==> config.mk <==
export PLATFORM = sky130hd
export DESIGN_NAME = prot3d_cell
export DESIGN_NICKNAME = d
export VERILOG_FILES = /design/src/hw/rtl/prot3d_pkg.sv /design/src/hw/rtl/prot3d_cell.sv
export SDC_FILE = /design/constraint.sdc
export NUM_CORES = 1
export LEC_CHECK = 0
export ABC_AREA = 1
export BUFFER_PORTS_ARGS = -buffer_cell sky130_fd_sc_hd__buf_4
export CORE_AREA = 2 2 411 413
export DETAILED_ROUTE_END_ITERATION = 10
export DIE_AREA = 0 0 413 415
export PLACE_DENSITY_LB_ADDON = 0.08
export SLEW_MARGIN = 20
export SYNTH_ARGS = -nofsm -noshare
export SYNTH_HDL_FRONTEND = slang
export SYNTH_SLANG_ARGS = --single-unit
==> constraint.sdc <==
create_clock -name clk -period 2.8 [get_ports clk]
set_input_delay 0 -clock clk [delete_from_list [all_inputs] [get_ports clk]]
set_output_delay 0 -clock clk [all_outputs]
set_load 0.1 [all_outputs]
==> src/hw/rtl/prot3d_pkg.sv <==
package prot3d_pkg;

  localparam int CordicIterDefault = 16;
  localparam int FracBitsDefault = 16;
  localparam int CordicIterMax = 32;

  localparam logic signed [31:0] Deg2RadQ32 = 32'sd74961321;
  localparam logic signed [35:0] CordicKQ30 = 36'sh026DD3B6A;
  localparam logic signed [35:0] TrigOne = 36'sd1073741824;
  localparam logic signed [35:0] TrigMinus = -36'sd1073741824;
  localparam logic signed [35:0] CoordLim = 36'sd8589934591;
  localparam logic signed [35:0] CoordLimNeg = -36'sd8589934591;

  typedef struct packed {
    logic signed [31:0] point_x;
    logic signed [31:0] point_y;
    logic signed [31:0] point_z;
    logic signed [31:0] origin_x;
    logic signed [31:0] origin_y;
    logic signed [31:0] origin_z;
    logic signed [31:0] angle_yz;
    logic signed [31:0] angle_xz;
    logic signed [31:0] angle_xy;
  } in_item_t;

  typedef struct packed {
    logic signed [31:0] out_x;
    logic signed [31:0] out_y;
    logic signed [31:0] out_z;
  } out_item_t;

  // one angle's CORDIC state
  typedef struct packed {
    logic signed [35:0] x;
    logic signed [35:0] y;
    logic signed [35:0] z;
    logic               neg;
  } cordic_t;

  // item data carried along the cell row
  typedef struct packed {
    logic               valid;
    logic signed [35:0] vx;
    logic signed [35:0] vy;
    logic signed [35:0] vz;
    logic signed [31:0] ox;
    logic signed [31:0] oy;
    logic signed [31:0] oz;
    cordic_t            c0;
    cordic_t            c1;
    cordic_t            c2;
  } cell_t;

  function automatic logic signed [35:0] atan_q30(input logic [4:0] i);
    logic [31:0] t;
    case (i)
      5'd0: t = 32'h3243F6A8;  5'd1: t = 32'h1DAC6705;
      5'd2: t = 32'h0FADBAFC;  5'd3: t = 32'h07F56EA6;
      5'd4: t = 32'h03FEAB76;  5'd5: t = 32'h01FFD55B;
      5'd6: t = 32'h00FFFAAA;  5'd7: t = 32'h007FFF55;
      5'd8: t = 32'h003FFFEA;  5'd9: t = 32'h001FFFFD;
      5'd10: t = 32'h000FFFFF; 5'd11: t = 32'h0007FFFF;
      5'd12: t = 32'h0003FFFF; 5'd13: t = 32'h0001FFFF;
      5'd14: t = 32'h0000FFFF; 5'd15: t = 32'h00007FFF;
      5'd16: t = 32'h00003FFF; 5'd17: t = 32'h00001FFF;
      5'd18: t = 32'h00000FFF; 5'd19: t = 32'h000007FF;
      5'd20: t = 32'h000003FF; 5'd21: t = 32'h000001FF;
      5'd22: t = 32'h000000FF; 5'd23: t = 32'h0000007F;
      5'd24: t = 32'h0000003F; 5'd25: t = 32'h0000001F;
      5'd26: t = 32'h0000000F; 5'd27: t = 32'h00000008;
      5'd28: t = 32'h00000004; 5'd29: t = 32'h00000002;
      5'd30: t = 32'h00000001; default: t = 32'h00000000;
    endcase
    return $signed({4'b0, t});
  endfunction

  function automatic logic signed [35:0] clamp36(input logic signed [71:0] v,
                                                 input logic signed [35:0] lo,
                                                 input logic signed [35:0] hi);
    logic signed [35:0] r;
    if (v < 72'(lo)) r = lo;
    else if (v > 72'(hi)) r = hi;
    else r = v[35:0];
    return r;
  endfunction

endpackage

==> src/hw/rtl/prot3d_cell.sv <==
// One CORDIC iteration for the three angles; vector data rides along.
module prot3d_cell #(
  parameter int STEP = 0
) (
  input  logic                clk,
  input  logic                rst,
  input  prot3d_pkg::cell_t   din,
  output prot3d_pkg::cell_t   dout
);
  localparam logic [4:0] Sh = 5'(STEP);

  function automatic prot3d_pkg::cordic_t iter(input prot3d_pkg::cordic_t c);
    prot3d_pkg::cordic_t r;
    logic signed [35:0] at;
    at = prot3d_pkg::atan_q30(Sh);
    r = c;
    if (!c.z[35]) begin
      r.x = c.x - (c.y >>> Sh);
      r.y = c.y + (c.x >>> Sh);
      r.z = c.z - at;
    end else begin
      r.x = c.x + (c.y >>> Sh);
      r.y = c.y - (c.x >>> Sh);
      r.z = c.z + at;
    end
    return r;
  endfunction

  prot3d_pkg::cell_t nxt;

  always_comb begin
    nxt = din;
    nxt.c0 = iter(din.c0);
    nxt.c1 = iter(din.c1);
    nxt.c2 = iter(din.c2);
  end

  always_ff @(posedge clk) begin
    dout <= nxt;
    if (rst) dout.valid <= 1'b0;
  end
endmodule

Word-level counts from Yosys, hierarchy flattened
Index checks and enable logic that the tools add are counted.

$add $sub $neg: 15. Mux-type cells: 3.

Operators by type and width (number): $mux W108 (3); $sub A36 B36 Y36 (6); $add A36 B31 Y36 const B (3); $add A36 B36 Y36 (3); $sub A36 B31 Y36 const B (3).

Bits in registers: 532. Input bits: 534. Output and inout bits: 532. Logic and storage cells: 37.

Longest topological paths before layout
Word-level depth: 2. Depth in mapped cells: 17. Gate-level depth less buffers: 17.

Worst setup path before layout
Ideal clock, no wire load.

Path kind: input -> register. Start: input port din[254] (netlist bit). End: register dout[244] (netlist bit). Setup time: 0.112 ns. Arrival time: 2.371 ns. Slack: 0.316 ns. Cell stages on the path: 14. Path through: inv_1 clkbuf_1 buf_1 ha_1 a21oi_1 o21ai_2 a21boi_0 o21ai_2 nand2_1 nand2_1 nand2_1 nand2_1 nand2_1 nand2_1.

RTL lines: from (decl) (line prot3d_cell.sv:7) `input prot3d_pkg::cell_t din,`; to (signal assigned) (line prot3d_cell.sv:39) `dout <= nxt;`; to (decl) (line prot3d_cell.sv:8) `output prot3d_pkg::cell_t dout`.

==> impl_metrics.py <==
metrics = {
    "die": {
        "coreArea_um2": 167000,
        "die_y_um": 415,
        "num_rows": 150,
        "initial_utilization_pct": 23.4,
        "dieArea_um2": 171000,
        "io_pins": 1066,
        "fp.dieW_um": 413,
    },
    "detailed_routing": {
        "firstDrtPassIters": 6,
        "drt-total-wl_um": 252000,
        "wl_per_cell_um": 24.8,
        "num_vias": 47300,
        "vias_per_cell": 4.65,
        "ant_nets": 0,
        "drc": 0,
        "drtIter0Drc": 3054,
    },
    "finish": {
        "largest_register_ff_count": 529,
        "finalNetCount": 8840,
        "fin_cells": 10200,
        "area_growth_pct": 53.0,
        "max_flop_register": "dout",
        "layout-drive-gt1-share_pct": 17.5,
        "reg_top3": "dout: 529 flops",
    },
    "place": {
        "io_buffers": 1065,
        "dp_cells": 9280,
        "routabilityCongestion": 0.974,
        "post-dp-hpwl_um": 211000,
        "pre_cts_ws_ps": 214,
    },
    "synthesis": {
        "synth_top_flop_cell": "dfxtp_1",
        "ys_ff_latch": 529,
        "syn_avg_cell_area_um2": 6.45,
        "synth.cell_area_um2": 39100,
        "syn_inst": 6058,
        "yosysSeqAreaShare_pct": 27.1,
        "synthDistinctLibCells": 45,
        "ys_async_sr_fraction_pct": 0,
        "synth_edf_count": 0,
        "yosys_warnings": 0,
        "synth_fp_nets": 7012,
    },
    "critical_path": {
        "end_kind": "flip-flop",
        "cp_max_fo": 3,
        "start_kind": "input pin",
        "crit_required_ps": 3360,
        "cp_data_arrival_time_ps": 3410,
        "critPathKind": "in -> reg",
    },
    "grt": {
        "grt_pass1_wl_um": 347000,
        "track_usage_pct": 28.3,
        "grt_start_max_net_pins": 74,
        "gr-total-overflow": 0,
        "grt_pass1_vias": 47500,
        "antenna_found_initial": 53,
    },
    "clock_network": {
        "cts_num_sinks": 529,
        "root_buffer": "clkbuf_16",
        "cts_max_level": 3,
        "cts_buffers": 73,
        "clockBufferDepth": 3,
        "clk_pin_slew_worst_paths_ps": 60,
        "cts_tree": "yes",
    },
    "run_status": {
        "outcome": "finished with violations",
        "violations": "hold timing, setup timing",
    },
    "job": {
        "maxCapViolCount": 0,
    },
    "timing": {
        "worst_pin_slew_ps": 1070,
        "clock.fmax_ghz": 0.351,
        "worst_hold_slack_ps": -12.3,
        "fin_crit_sh_pct": 102,
        "setup_violations": 2,
        "slew_violations": 0,
        "fin_ws_ps": -49.1,
        "slew_headroom_pct": 28.5,
        "fin_crit_ps": 2850,
        "finalHoldViolCount": 1,
    },
    "pwr": {
        "p_leak_nw": 30.1,
        "irDropWorstVdd_mv": 0.508,
        "p_per_area_nw_per_um2": 643,
    },
    "min_path": {
        "hp-class": "in -> reg",
    },
}
-- cells by family after synthesis --
| logic type | count (synthesis) | synth area share (%) |
|---|---|---|
| AND/OR/NAND/NOR | 2919 | 30.9 |
| AO/OA/AOI/OAI | 1055 | 14.7 |
| buffers and inverters | 978 | 10.1 |
| flip-flops | 529 | 27.1 |
| adder cells (fa/ha/maj) | 420 | 13.7 |
| XOR/XNOR | 157 | 3.52 |
-- cells in the mapped netlist (3+ instances only) --
cell type,number,area [µm²]
nor2_1,548,2060
o21a_1,8,60.1
a21boi_0,16,120
a21o_1,30,225
nor2_2,19,119
o211ai_1,9,67.6
a21oi_2,4,35.0
nand2_2,8,50.1
or2_1,3,18.8
ha_1,408,5100
nand2_1,1669,6260
xnor2_1,27,236
inv_2,12,45.0
o22ai_1,21,131
nor4_1,9,56.3
o31ai_1,7,52.6
buf_2,38,190
inv_1,834,3130
o21ai_2,8,70.1
a31oi_1,16,100
clkbuf_1,26,97.6
nand4_1,44,275
o21ai_0,331,1660
nor3_1,69,345
buf_1,9,33.8
o21ai_1,36,180
fa_1,12,240
and2_1,9,56.3
o21bai_1,62,465
a21oi_1,502,2510
buf_4,57,428
nor3_2,6,60.1
nor4_2,3,37.5
nand3_2,7,70.1
nand3_1,508,2540
or2_2,11,68.8
xor2_1,130,1140
dfxtp_1,529,10600
-- power breakdown --
group	total (mW)	switching, mW	internal [mW]	leakage, nW
logic	19.1	14.3	4.82	24.4
registers	9.14	0.556	8.58	4.46
clock network	10.2	4.13	6.09	1.24
total	38.4	19.0	19.5	30.1
-- per-layer routing --
metal  wire length [µm]  track usage (%)  part of all wire [%]
met1             104000             33.6                    41
met4              17300             16.7                   6.9
met5                144                0                 0.057
met3              15900             6.03                   6.3
met2             115000             46.7                    46
-- layout by cell type (no fill, tap or decap), types with 61 or more instances in the layout --
master	count
nor3_1	68
nand3_1	507
a21oi_1	498
xor2_1	130
inv_1	831
o21ai_0	330
nand2_1	1664
o21bai_1	61
clkbuf_16	74
ha_1	399
dlygate4sd3_1	732
nor2_1	541
buf_4	1153
dfxtp_1	529
-- timing repair --
item | 4_1_cts | 5_1_grt
gates resized for setup | 0 | 36
hold endpoints to repair | 435 | 5
setup buffers | 0 | 3
hold buffers | 728 | 4
endpoints found under the setup margin | 0 | 22
-- final timing paths --
| kind | slack, ps | from | end | cells past startpoint |
|---|---|---|---|---|
| min | -10 | din[207] | dout[207]$_DFF_P_ | 5 |
| max | -50 | din[260] | dout[273]$_DFF_P_ | 13 |
-- worst max-delay path, cell delays in order --
cell and delay [ps]:
dlygate4sd3_1 550, buf_4 150, ha_1 210, dlygate4sd3_1 570
a21oi_2 190, dlygate4sd3_1 600, nand2_1 100, nand2_1 70
nand2_1 130, nand2_1 100, nand2_1 130, xor2_1 190
o21ai_1 410
-- cell type report --
class | count | area (µm²)
clock buffers | 94 | 2040
well taps | 2204 | 2760
fillers | 18000 | 107000
clock inverters | 35 | 512
inverters | 846 | 3190
diodes | 24 | 60.1
repair buffers | 1885 | 16000
flip-flops and latches | 529 | 10600
multi-input cells | 4551 | 24600
-- metrics by stage --
stage               utilization (%)  TNS (ps)  hold slack [ps]  power [mW]  instance area (µm²)
floorplan                         -         0             27.7        21.3                39100
global placement               29.8         0              105        27.1                49700
detailed placement             29.8         0              106        27.0                49700
CTS                            35.7         0             3.05        38.7                59500
global route                   35.8     -1.17             10.0        40.0                59700
finish                         35.9     -52.9            -12.3        38.4                59800
Power figures use the tool's default switching activity.
